--- config.mk ---
export PLATFORM = sky130hd
export DESIGN_NAME = servo_can_frame_engine_unit
export DESIGN_NICKNAME = d
export VERILOG_FILES = /design/src/hdl/scfe_pkg.sv /design/src/hdl/scfe_front.sv /design/src/hdl/scfe_queue.sv /design/src/hdl/scfe_back.sv /design/src/hdl/servo_can_frame_engine_unit.sv
export SDC_FILE = /design/constraint.sdc
export NUM_CORES = 1
export LEC_CHECK = 0
export ABC_AREA = 1
export BUFFER_PORTS_ARGS = -buffer_cell sky130_fd_sc_hd__buf_2
export CAP_MARGIN = 15
export CORE_AREA = 4 4 280 282
export CTS_CLUSTER_SIZE = 25
export DETAILED_ROUTE_END_ITERATION = 12
export DIE_AREA = 0 0 284 286
export PLACE_DENSITY = 0.51
export SLEW_MARGIN = 30
export SYNTH_ARGS = -nofsm -noshare
export SYNTH_HDL_FRONTEND = slang
export SYNTH_HIERARCHICAL = 1
export SYNTH_SLANG_ARGS = --single-unit
--- constraint.sdc ---
create_clock -name clk -period 8.85 [get_ports clk]
set_input_delay 1.77 -clock clk [delete_from_list [all_inputs] [get_ports clk]]
set_output_delay 1.77 -clock clk [all_outputs]
set_load 0.005 [all_outputs]
--- src/hdl/scfe_pkg.sv ---
`default_nettype none

package scfe_pkg;

    localparam int unsigned SCFE_QUEUE_DEPTH = 2;

    localparam logic [1:0] OP_FEEDBACK = 2'd0;
    localparam logic [1:0] OP_COMMAND  = 2'd1;
    localparam logic [1:0] OP_STOP     = 2'd2;

    localparam logic [2:0] KIND_NONE     = 3'd0;
    localparam logic [2:0] KIND_FRAME    = 3'd1;
    localparam logic [2:0] KIND_FEEDBACK = 3'd2;
    localparam logic [2:0] KIND_RANGE    = 3'd3;
    localparam logic [2:0] KIND_SHUTDOWN = 3'd4;

    localparam logic [2:0] MODE_CURRENT   = 3'd1;
    localparam logic [2:0] MODE_SPEED     = 3'd2;
    localparam logic [2:0] MODE_POSITION  = 3'd3;
    localparam logic [2:0] MODE_POS_SPEED = 3'd4;

    localparam logic [3:0] CODE_CURRENT   = 4'd1;
    localparam logic [3:0] CODE_SPEED     = 4'd3;
    localparam logic [3:0] CODE_POSITION  = 4'd4;
    localparam logic [3:0] CODE_POS_SPEED = 4'd6;

    localparam logic [31:0] CURRENT_LIMIT   = 32'd60000;
    localparam logic [31:0] SPEED_LIMIT_MAX = 32'd100000;
    localparam logic [31:0] POSITION_LIMIT  = 32'd360000000;
    localparam logic signed [10:0] POSITION_SCALE = 11'sd1000;

    localparam logic [3:0] LEN_SHORT = 4'd4;
    localparam logic [3:0] LEN_LONG  = 4'd8;

    localparam logic [2:0] REG_NODE_ID          = 3'd0;
    localparam logic [2:0] REG_LOOP_MODE        = 3'd1;
    localparam logic [2:0] REG_GRASP_ENABLE     = 3'd2;
    localparam logic [2:0] REG_TORQUE_THRESHOLD = 3'd3;
    localparam logic [2:0] REG_SPEED_LIMIT      = 3'd4;
    localparam logic [2:0] REG_ACCEL_LIMIT      = 3'd5;
    localparam logic [2:0] REG_LISTEN_ONLY      = 3'd6;

    typedef struct packed {
        logic [7:0]  node_id;
        logic [2:0]  loop_mode;
        logic        grasp_enable;
        logic [14:0] torque_threshold;
        logic [14:0] speed_limit;
        logic [14:0] accel_limit;
        logic        listen_only;
    } scfe_cfg_t;

    typedef struct packed {
        logic [2:0]  kind;
        logic [3:0]  code;
        logic        use_held;
        logic [31:0] cmd_word;
        logic [15:0] held;
        logic        grasp_held;
        logic [7:0]  fault_code;
        logic [15:0] position_raw;
        logic [15:0] velocity_raw;
        logic [15:0] current_raw;
        logic [7:0]  temperature;
    } scfe_item_t;

    typedef struct packed {
        logic [2:0]  kind;
        logic [11:0] out_id;
        logic [3:0]  out_len;
        logic [63:0] out_bytes;
        logic        grasp_held;
        logic [7:0]  fault_code;
        logic [15:0] position_raw;
        logic [15:0] velocity_raw;
        logic [15:0] current_raw;
        logic [7:0]  temperature;
    } scfe_result_t;

endpackage

`default_nettype wire

--- src/hdl/scfe_front.sv ---
`default_nettype none

module scfe_front
(
    input  wire logic                clk,
    input  wire logic                rst_n,
    input  wire scfe_pkg::scfe_cfg_t cfg,
    input  wire logic                in_valid,
    output logic                     in_ready,
    input  wire logic [1:0]          in_op,
    input  wire logic [28:0]         frame_id,
    input  wire logic [63:0]         frame_bytes,
    input  wire logic [31:0]         command_value,
    input  wire logic                command_present,
    input  wire logic                queue_ready,
    output logic                     push,
    output scfe_pkg::scfe_item_t     item
);
    import scfe_pkg::*;

    logic        grasp_reg;
    logic        grasp_next;
    logic [15:0] held_reg;
    logic [15:0] held_next;
    logic        accept;
    logic [15:0] pos;
    logic [15:0] vel;
    logic [15:0] cur;
    logic [16:0] mag;
    logic [20:0] mag10;
    logic [18:0] thr9;
    logic [31:0] cmd_mag;
    logic [31:0] lim;
    logic [3:0]  code;
    logic        is_pos;
    logic        hold;
    scfe_item_t  item_next;

    assign in_ready = queue_ready;
    assign accept   = in_valid && queue_ready;
    assign push     = accept;
    assign item     = item_next;

    assign pos     = frame_bytes[63:48];
    assign vel     = frame_bytes[47:32];
    assign cur     = frame_bytes[31:16];
    assign mag     = cur[15] ? (17'h10000 - {1'b0, cur}) : {1'b0, cur};
    assign mag10   = {1'b0, mag, 3'b000} + {3'b000, mag, 1'b0};
    assign thr9    = {1'b0, cfg.torque_threshold, 3'b000} + {4'b0000, cfg.torque_threshold};
    assign cmd_mag = command_value[31] ? (32'd0 - command_value) : command_value;
    assign is_pos  = (cfg.loop_mode == MODE_POSITION) || (cfg.loop_mode == MODE_POS_SPEED);
    assign hold    = cfg.grasp_enable && grasp_reg;

    always_comb
    begin
        unique case (cfg.loop_mode)
            MODE_CURRENT:
            begin
                code = CODE_CURRENT;
                lim  = CURRENT_LIMIT;
            end
            MODE_SPEED:
            begin
                code = CODE_SPEED;
                lim  = SPEED_LIMIT_MAX;
            end
            MODE_POSITION:
            begin
                code = CODE_POSITION;
                lim  = POSITION_LIMIT;
            end
            MODE_POS_SPEED:
            begin
                code = CODE_POS_SPEED;
                lim  = POSITION_LIMIT;
            end
            default:
            begin
                code = CODE_CURRENT;
                lim  = CURRENT_LIMIT;
            end
        endcase
    end

    always_comb
    begin
        item_next  = '0;
        grasp_next = grasp_reg;
        held_next  = held_reg;
        item_next.held = held_reg;
        unique case (in_op)
            OP_FEEDBACK:
            begin
                if (frame_id == {21'd0, cfg.node_id})
                begin
                    item_next.kind = KIND_FEEDBACK;
                    if (cfg.grasp_enable && (cfg.torque_threshold != 15'd0))
                    begin
                        if (mag >= {2'b00, cfg.torque_threshold})
                        begin
                            if (!grasp_reg)
                            begin
                                grasp_next = 1'b1;
                                held_next  = pos;
                            end
                        end
                        else if (grasp_reg && (mag10 < {2'b00, thr9}))
                        begin
                            grasp_next = 1'b0;
                            held_next  = 16'd0;
                        end
                    end
                    else if ((cfg.torque_threshold != 15'd0) &&
                             (mag > {2'b00, cfg.torque_threshold}))
                    begin
                        item_next.kind = KIND_SHUTDOWN;
                    end
                    item_next.fault_code   = frame_bytes[7:0];
                    item_next.position_raw = pos;
                    item_next.velocity_raw = vel;
                    item_next.current_raw  = cur;
                    item_next.temperature  = frame_bytes[15:8];
                end
            end
            OP_COMMAND:
            begin
                if (!cfg.listen_only && command_present &&
                    (cfg.loop_mode >= MODE_CURRENT) && (cfg.loop_mode <= MODE_POS_SPEED))
                begin
                    item_next.code = code;
                    if (hold && !is_pos)
                    begin
                        item_next.kind     = KIND_FRAME;
                        item_next.cmd_word = 32'd0;
                    end
                    else if (hold)
                    begin
                        item_next.kind     = KIND_FRAME;
                        item_next.use_held = 1'b1;
                    end
                    else if (cmd_mag >= lim)
                    begin
                        item_next.kind = KIND_RANGE;
                    end
                    else
                    begin
                        item_next.kind     = KIND_FRAME;
                        item_next.cmd_word = command_value;
                    end
                end
            end
            OP_STOP:
            begin
                grasp_next = 1'b0;
                held_next  = 16'd0;
            end
            default:
            begin
                grasp_next = grasp_reg;
            end
        endcase
        item_next.grasp_held = grasp_next;
    end

    always_ff @(posedge clk or negedge rst_n)
    begin
        if (!rst_n)
        begin
            grasp_reg <= 1'b0;
            held_reg  <= 16'd0;
        end
        else if (accept)
        begin
            grasp_reg <= grasp_next;
            held_reg  <= held_next;
        end
    end

    a_stop_clears: assert property (@(posedge clk) disable iff (!rst_n)
        (accept && (in_op == OP_STOP)) |=> !grasp_reg)
        else $error("grasp still held after stop");

    a_held_zero: assert property (@(posedge clk) disable iff (!rst_n)
        !grasp_reg |-> (held_reg == 16'd0))
        else $error("held position kept without grasp");

endmodule

`default_nettype wire

--- src/hdl/scfe_queue.sv ---
`default_nettype none

module scfe_queue
#(
    parameter int unsigned DEPTH = scfe_pkg::SCFE_QUEUE_DEPTH
)
(
    input  wire logic                 clk,
    input  wire logic                 rst_n,
    input  wire logic                 push,
    input  wire scfe_pkg::scfe_item_t push_item,
    output logic                      ready,
    input  wire logic                 pop,
    output logic                      valid,
    output scfe_pkg::scfe_item_t      head_item
);
    import scfe_pkg::*;

    localparam int unsigned PTR_W = (DEPTH > 1) ? $clog2(DEPTH) : 1;
    localparam int unsigned CNT_W = $clog2(DEPTH + 1);

    scfe_item_t       mem_reg [DEPTH];
    logic [PTR_W-1:0] wr_ptr_reg;
    logic [PTR_W-1:0] wr_ptr_next;
    logic [PTR_W-1:0] rd_ptr_reg;
    logic [PTR_W-1:0] rd_ptr_next;
    logic [CNT_W-1:0] cnt_reg;
    logic [CNT_W-1:0] cnt_next;
    logic             do_push;
    logic             do_pop;

    assign ready     = cnt_reg != CNT_W'(DEPTH);
    assign valid     = cnt_reg != '0;
    assign do_push   = push && ready;
    assign do_pop    = pop && valid;
    assign head_item = mem_reg[rd_ptr_reg];

    always_comb
    begin
        wr_ptr_next = wr_ptr_reg;
        rd_ptr_next = rd_ptr_reg;
        cnt_next    = cnt_reg;
        if (do_push)
        begin
            wr_ptr_next = (wr_ptr_reg == PTR_W'(DEPTH - 1)) ? '0 : wr_ptr_reg + 1'b1;
        end
        if (do_pop)
        begin
            rd_ptr_next = (rd_ptr_reg == PTR_W'(DEPTH - 1)) ? '0 : rd_ptr_reg + 1'b1;
        end
        if (do_push && !do_pop)
        begin
            cnt_next = cnt_reg + 1'b1;
        end
        else if (!do_push && do_pop)
        begin
            cnt_next = cnt_reg - 1'b1;
        end
    end

    always_ff @(posedge clk)
    begin
        if (do_push)
        begin
            mem_reg[wr_ptr_reg] <= push_item;
        end
    end

    always_ff @(posedge clk or negedge rst_n)
    begin
        if (!rst_n)
        begin
            wr_ptr_reg <= '0;
            rd_ptr_reg <= '0;
            cnt_reg    <= '0;
        end
        else
        begin
            wr_ptr_reg <= wr_ptr_next;
            rd_ptr_reg <= rd_ptr_next;
            cnt_reg    <= cnt_next;
        end
    end

    a_cnt_bound: assert property (@(posedge clk) disable iff (!rst_n)
        cnt_reg <= CNT_W'(DEPTH))
        else $error("queue fill beyond depth");

    a_cnt_grow: assert property (@(posedge clk) disable iff (!rst_n)
        (do_push && !do_pop) |=> (cnt_reg == CNT_W'($past(cnt_reg) + 1'b1)))
        else $error("queue fill not advanced on push");

endmodule

`default_nettype wire

--- src/hdl/scfe_back.sv ---
`default_nettype none

module scfe_back
(
    input  wire logic                 clk,
    input  wire logic                 rst_n,
    input  wire scfe_pkg::scfe_cfg_t  cfg,
    input  wire logic                 q_valid,
    output logic                      q_pop,
    input  wire scfe_pkg::scfe_item_t q_item,
    output logic                      out_valid,
    input  wire logic                 out_ready,
    output scfe_pkg::scfe_result_t    out_result
);
    import scfe_pkg::*;

    logic                out_valid_reg;
    scfe_result_t        result_reg;
    scfe_result_t        result_next;
    logic signed [26:0]  held_scaled;
    logic [31:0]         word;

    assign q_pop      = q_valid && (!out_valid_reg || out_ready);
    assign out_valid  = out_valid_reg;
    assign out_result = result_reg;

    assign held_scaled = $signed(q_item.held) * POSITION_SCALE;
    assign word        = q_item.use_held ? {{5{held_scaled[26]}}, held_scaled} : q_item.cmd_word;

    always_comb
    begin
        result_next              = '0;
        result_next.kind         = q_item.kind;
        result_next.grasp_held   = q_item.grasp_held;
        result_next.fault_code   = q_item.fault_code;
        result_next.position_raw = q_item.position_raw;
        result_next.velocity_raw = q_item.velocity_raw;
        result_next.current_raw  = q_item.current_raw;
        result_next.temperature  = q_item.temperature;
        priority if (q_item.kind == KIND_FRAME)
        begin
            result_next.out_id = {q_item.code, cfg.node_id};
            if (q_item.code == CODE_POS_SPEED)
            begin
                result_next.out_len   = LEN_LONG;
                result_next.out_bytes = {word, 1'b0, cfg.speed_limit, 1'b0, cfg.accel_limit};
            end
            else
            begin
                result_next.out_len   = LEN_SHORT;
                result_next.out_bytes = {word, 32'd0};
            end
        end
        else if (q_item.kind == KIND_SHUTDOWN)
        begin
            result_next.out_id  = {CODE_CURRENT, cfg.node_id};
            result_next.out_len = LEN_SHORT;
        end
        else
        begin
            result_next.out_id = 12'd0;
        end
    end

    always_ff @(posedge clk)
    begin
        if (q_pop)
        begin
            result_reg <= result_next;
        end
    end

    always_ff @(posedge clk or negedge rst_n)
    begin
        if (!rst_n)
        begin
            out_valid_reg <= 1'b0;
        end
        else if (q_pop)
        begin
            out_valid_reg <= 1'b1;
        end
        else if (out_ready)
        begin
            out_valid_reg <= 1'b0;
        end
    end

    a_pop_fills: assert property (@(posedge clk) disable iff (!rst_n)
        q_pop |=> out_valid_reg)
        else $error("output register empty after pop");

endmodule

`default_nettype wire

--- src/hdl/servo_can_frame_engine_unit.sv ---
// Accepted s_ items are written into the queue, then popped into the m_ output register.
// Throughput: one item per cycle while m_tready is high; the two-entry queue and
// the output register let s_tready stay high while m_ stalls for one item.
// Reset (rst_n low, asynchronous): clears the configuration registers, grasp flag
// and held position, empties the queue and drops m_tvalid.
`default_nettype none

module servo_can_frame_engine_unit
#(
    parameter int unsigned QUEUE_DEPTH = scfe_pkg::SCFE_QUEUE_DEPTH
)
(
    input  wire logic         clk,
    input  wire logic         rst_n,
    input  wire logic         psel,
    input  wire logic         penable,
    input  wire logic         pwrite,
    input  wire logic [4:0]   paddr,
    input  wire logic [31:0]  pwdata,
    output logic [31:0]       prdata,
    output logic              pready,
    input  wire logic         s_tvalid,
    output logic              s_tready,
    // frame_id[28:0], frame_bytes[92:29], command_value[124:93],
    // command_present[125], zero fill
    input  wire logic [127:0] s_tdata,
    // op[1:0]
    input  wire logic [1:0]   s_tuser,
    output logic              m_tvalid,
    input  wire logic         m_tready,
    // out_id[11:0], out_len[15:12], out_bytes[79:16], grasp_held[80],
    // fault_code[88:81], position_raw[104:89], velocity_raw[120:105],
    // current_raw[136:121], temperature[144:137], zero fill
    output logic [151:0]      m_tdata,
    // kind[2:0]
    output logic [2:0]        m_tuser
);
    import scfe_pkg::*;

    scfe_cfg_t    cfg_reg;
    logic         cfg_wr;
    logic         push;
    logic         queue_ready;
    logic         q_valid;
    logic         q_pop;
    scfe_item_t   push_item;
    scfe_item_t   head_item;
    scfe_result_t result;

    assign pready = 1'b1;
    assign cfg_wr = psel && penable && pwrite && pready;

    always_ff @(posedge clk or negedge rst_n)
    begin
        if (!rst_n)
        begin
            cfg_reg <= '0;
        end
        else if (cfg_wr)
        begin
            unique case (paddr[4:2])
                REG_NODE_ID:          cfg_reg.node_id          <= pwdata[7:0];
                REG_LOOP_MODE:        cfg_reg.loop_mode        <= pwdata[2:0];
                REG_GRASP_ENABLE:     cfg_reg.grasp_enable     <= pwdata[0];
                REG_TORQUE_THRESHOLD: cfg_reg.torque_threshold <= pwdata[14:0];
                REG_SPEED_LIMIT:      cfg_reg.speed_limit      <= pwdata[14:0];
                REG_ACCEL_LIMIT:      cfg_reg.accel_limit      <= pwdata[14:0];
                REG_LISTEN_ONLY:      cfg_reg.listen_only      <= pwdata[0];
                default:              cfg_reg                  <= cfg_reg;
            endcase
        end
    end

    always_comb
    begin
        unique case (paddr[4:2])
            REG_NODE_ID:          prdata = {24'd0, cfg_reg.node_id};
            REG_LOOP_MODE:        prdata = {29'd0, cfg_reg.loop_mode};
            REG_GRASP_ENABLE:     prdata = {31'd0, cfg_reg.grasp_enable};
            REG_TORQUE_THRESHOLD: prdata = {17'd0, cfg_reg.torque_threshold};
            REG_SPEED_LIMIT:      prdata = {17'd0, cfg_reg.speed_limit};
            REG_ACCEL_LIMIT:      prdata = {17'd0, cfg_reg.accel_limit};
            REG_LISTEN_ONLY:      prdata = {31'd0, cfg_reg.listen_only};
            default:              prdata = 32'd0;
        endcase
    end

    scfe_front u_front
    (
        .clk             (clk),
        .rst_n           (rst_n),
        .cfg             (cfg_reg),
        .in_valid        (s_tvalid),
        .in_ready        (s_tready),
        .in_op           (s_tuser),
        .frame_id        (s_tdata[28:0]),
        .frame_bytes     (s_tdata[92:29]),
        .command_value   (s_tdata[124:93]),
        .command_present (s_tdata[125]),
        .queue_ready     (queue_ready),
        .push            (push),
        .item            (push_item)
    );

    scfe_queue #(.DEPTH(QUEUE_DEPTH)) u_queue
    (
        .clk       (clk),
        .rst_n     (rst_n),
        .push      (push),
        .push_item (push_item),
        .ready     (queue_ready),
        .pop       (q_pop),
        .valid     (q_valid),
        .head_item (head_item)
    );

    scfe_back u_back
    (
        .clk        (clk),
        .rst_n      (rst_n),
        .cfg        (cfg_reg),
        .q_valid    (q_valid),
        .q_pop      (q_pop),
        .q_item     (head_item),
        .out_valid  (m_tvalid),
        .out_ready  (m_tready),
        .out_result (result)
    );

    assign m_tuser = result.kind;
    assign m_tdata = {7'd0, result.temperature, result.current_raw, result.velocity_raw,
                      result.position_raw, result.fault_code, result.grasp_held,
                      result.out_bytes, result.out_len, result.out_id};

endmodule

`default_nettype wire

; ---- After elaboration in Yosys (flattened, before gate mapping)
; Memories as Yosys holds them, arrays and structs flattened.
; Index checks and enable logic that the tools add are counted.
[word_totals]
elab_cells = 145
in_bits = 174
register_bits = 228
ramBits = 242
mem_count = 1
[op_classes]
eq_ne = 20
mul = 1
muxes = 45
order_cmp = 6
reduce_logical = 40
add_sub_neg = 8
[memory_table]
columns = memory, words, width, rd, rd_clocked_by_memory_dff, wr, line_no
row1 = u_queue.mem_reg, 2, 121, 1, 0, 1, scfe_queue.sv:22  ; scfe_item_t mem_reg [DEPTH];
[op_table]
columns = op, n
row1 = $mux 32, 5
row2 = $mux 64, 2
row3 = $pmux 15 s7, 1
row4 = $mux 16, 6
row5 = $mux 68, 1
row6 = $pmux 29 s2, 1
row7 = $mux 40, 1
row8 = $mux 37, 1
row9 = $ge 32x29->1, 1
row10 = $pmux 16 s2, 1
row11 = $sub 1x32->32 const A, 1
row12 = $eq 29x8->1, 1
row13 = $mul 16x8->24 const B, 1
row14 = $add 20x18->21, 1
row15 = $lt 21x19->1, 1
row16 = $add 18x15->19, 1
row17 = $ge 17x15->1, 1
row18 = $gt 17x15->1, 1
row19 = $mux 17, 1
row20 = $sub 17x16->17 const A, 1
row21 = $logic_and 1x1->1, 16
row22 = $reduce_and 2->1, 8
row23 = $eq 3x3->1 const B, 5
row24 = $mux 3, 5
row25 = other kinds (28), 56

; ---- Depth between registers and ports, before layout
[depth]
word_depth = 10
depth_mapped = 35

; ---- Cells and area by module
; Netlist, hierarchy kept.
[modules_own_cells]
columns = mod, area_each_um2, instances, cells_each
row1 = scfe_queue, 9052.4, 1, 661
row2 = scfe_back, 8658.3, 1, 826
row3 = scfe_front, 5665.4, 1, 969
row4 = servo_can_frame_engine_unit, 3024.2, 1, 390

; ---- Least setup slack after synthesis
; OpenSTA, ideal clock, no wires.
[synth_path]
path_type = input -> register
start = in m_tready
end = reg u_queue.cnt_reg[1]
arrival_ns = 10.092
setup_slack_ns = -1.359
path_buffers = 0
t_required_ns = 8.733
cell_stages = 8
path_cell_list = inv_1 > a21oi_1 > nand2_1 > ha_1 > inv_1 > nand3_1 > nand2_1 > nand2_1
[synth_via]
elab_chain_cells = 6
word_cells_on_any_way = 8
[synth_lines]
columns = element, line_no
row1 = from (decl), servo_can_frame_engine_unit.sv:30  ; input wire logic m_tready,
row2 = $logic_or 1x1->1 (*), scfe_back.sv:23  ; assign q_pop = q_valid && (!out_valid_reg || out_ready);
row3 = $logic_and 1x1->1 (*), scfe_back.sv:23
row4 = named net q_pop, servo_can_frame_engine_unit.sv:45  ; logic q_pop;
row5 = $logic_and 1x1->1 (*), scfe_queue.sv:35  ; assign do_pop = pop && valid;
row6 = $logic_not 1->1, scfe_queue.sv:51  ; if (do_push && !do_pop)
row7 = $logic_and 1x1->1, scfe_queue.sv:51
row8 = $mux 2 / $reduce_bool 2->1 (equally long branches), -
row9 = to (signal assigned), scfe_queue.sv:81  ; cnt_reg <= cnt_next;
row10 = to (decl), scfe_queue.sv:27  ; logic [CNT_W-1:0] cnt_reg;
; The timed path passes the listed nets; every way through them passes the cells marked *.
; A chain may end at the register's enable or synchronous reset.

==> results.md <==
- Worst Hold Launch: u_front/held_reg[3]
- Minimum clock period: 6040 ps
- PortBufs: 313
- Gpl congestion: 0.808
- Final Skew: 44.7 ps
- Final Cycle Share: 68.2%
- Worst Setup End Kind: register
- Critical Path AT: 6380 ps
- Reg clk slew, reported paths: 60 ps
- Max cap viols: 0
- CTS-repair resized insts: 0
- Pre-antenna DRT Iters: 5
- Met3 Wirelength: 3080 um
- Worst endpoint required time: 9190 ps
- Largest delay share family, worst path: adder cells
- First-pass GRT wire length: 108000 um
- Fillcell total: 7623
- Most used DFF post-synth: edfxtp_1
- Final Max Slew Viols: 0
- Max Fclk: 166 MHz
- Total grt overflow: 0
- Die H: 286 um
- Row cnt: 101
- Average cell area after synthesis: 9.28 sq um
- Setup TNS: 0 ps
- Vias in the first global route: 19082
- CP max FO: 64
- Area growth syn-to-layout: 15.8%
- Antenna violations before repair: 6
- Worst path cell trace: inv_4, nand2_1, nand2_1, inv_1, fa_1, fa_1, inv_1, fa_1, inv_1, fa_1, inv_1, ha_1, nand2_2, inv_1, nand2_1, nand2_1, a21oi_1, nand4_1, nand3_2, nand2_1
- Max reg flops: 242
- Asr flop ratio synth: 17.2%
- Clk buf depth: 3
- Avg Vias per Cell: 4.55
- Die area: 81200 sq um
- WL final: 69400 um
- Seq/Total Area, Yosys: 51.5%
- WL met2: 34700 um
- CP Launch Point: u_queue/rd_ptr_reg
- Slowest stage delay, CP: 980 ps
- Final setup viols: 0
- Flops & latches, synth: 466
- CTS Sinks: 466
- Remaining antenna violation count: 0
- DRT iter0 DRCs: 871
- CTS Buf Count: 54
- Top Ports: 364
- CP max stage cell: dfrtp_4
- CTS Root Cell: clkbuf_16
- Syn. warnings: 6
- DP HPWL: 49500 um
- Post-synthesis cell area: 26400 sq um
- Setup bufs post-CTS: 0
- Critical R2R Launch: u_queue/rd_ptr_reg
- CP startpoint kind: register
- Bufs and invs on worst path: 6
- Register area: 13600 sq um
- Worst Tran Pin Value: 958 ps
- Htree depth: 2
- Worst-Skew Late Latency: 610 ps
- DRC: 0
- Wire length on met1: 29900 um
- Post-CTS Hold Buffers: 0
- Post-synth EDFFs: 386
- Nets: 3525
- Status: finished, final reports clean
- Crit path kind: register to register
- Routed WL per cell: 16.6 um
- Fin. Hold Viols: 0
- Area occupied by multi-input gates: 10500 sq um
- CTS tree: yes
- Initial Utilization: 34.9%
- GRT Total Usage: 16.8%
- Max_slew headroom: 36.2%
- DR top layer: met4
- Hold WC Path Type: register to register
- Number of distinct library cells after synthesis: 60
- Die W: 284 um
- Unrepaired setup endpoints after global routing: no
- Via Count: 19000
- Layout cells sized above 1: 15.9%
- Core area: 75700 sq um
- Largest net degree at the start of global routing: 80
- Final Core Density: 40.4%
- Post-Synthesis Cells: 2846
layout make-up:
type | instances | area share (%)
inverters | 450 | 5.55
clock buffers | 65 | 4.76
diodes | 2 | 0.0164
well taps | 978 | 4.00
multi-input cells | 1852 | 34.4
clock inverters | 34 | 1.20
flip-flops and latches | 466 | 44.5
repair buffers | 330 | 5.63
cells in the final DEF (no fill, tap or decap), types with 63 or more instances in the layout:
cell type,Yosys,final
o21ai_0,99,99
nand2_1,890,890
edfxtp_1,386,386
a21oi_1,65,63
buf_2,25,312
nand3_1,101,100
ha_1,137,137
nor2_1,220,218
inv_1,440,439
dfrtp_1,80,79
final timing paths:
kind                                          endpoint  slack, ps  depth (start not counted)
worst max register to register  u_back/out_result[128]       2810                         20
min in group asynchronous                  cfg_reg[26]       1150                          1
max in group asynchronous           u_queue/rd_ptr_reg       6680                          2
worst min register to register  u_queue/mem_reg[1][68]        470                          0
worst max-delay path            u_back/out_result[128]       2810                         20
worst min-delay path            u_queue/mem_reg[1][68]        470                          0
cells in the mapped netlist, types with 10 or more instances:
library cell	instances	area (sq um)
nand2_1	890	3340
inv_1	440	1650
edfxtp_1	386	11600
nor2_1	220	826
ha_1	137	1710
nand3_1	101	505
o21ai_0	99	495
dfrtp_1	80	2000
a21oi_1	65	325
fa_1	60	1200
xor2_1	47	412
buf_4	39	293
nor2_2	36	225
buf_2	25	125
nor3_1	23	115
xnor2_1	21	184
clkbuf_1	20	75.1
buf_6	17	191
nand4_1	16	100
nand3b_1	10	75.1
per-stage QoR:
stage	hold slack, ps	std cells	area (sq um)	setup WS [ps]
after floorplan	442	2873	26500	1160
after global placement	461	4075	28700	2490
after detailed placement	461	4075	28700	2490
after CTS	477	4174	30500	2680
after global routing	488	4176	30600	2280
final	474	4177	30600	2810
logic make-up after synthesis:
group	count (synthesis)	synth area share (%)
AO/OA/AOI/OAI	204	4.28
XOR/XNOR	69	2.32
adder cells (fa/ha/maj)	197	11.0
buffers and inverters	555	9.26
flip-flops	466	51.5
other	4	0.0569
AND/OR/NAND/NOR	1351	21.6
layer usage:
layer | GRT usage [%] | vias to the layer above
met5 | 0 | -
met4 | 4.21 | 0
met3 | 3.15 | 90
met2 | 29.9 | 310
met1 | 21.2 | 8976
li1 | - | 9624
Power is not shown: default switching activity piles up to over one toggle a cycle in this logic, so the estimate is an artifact.
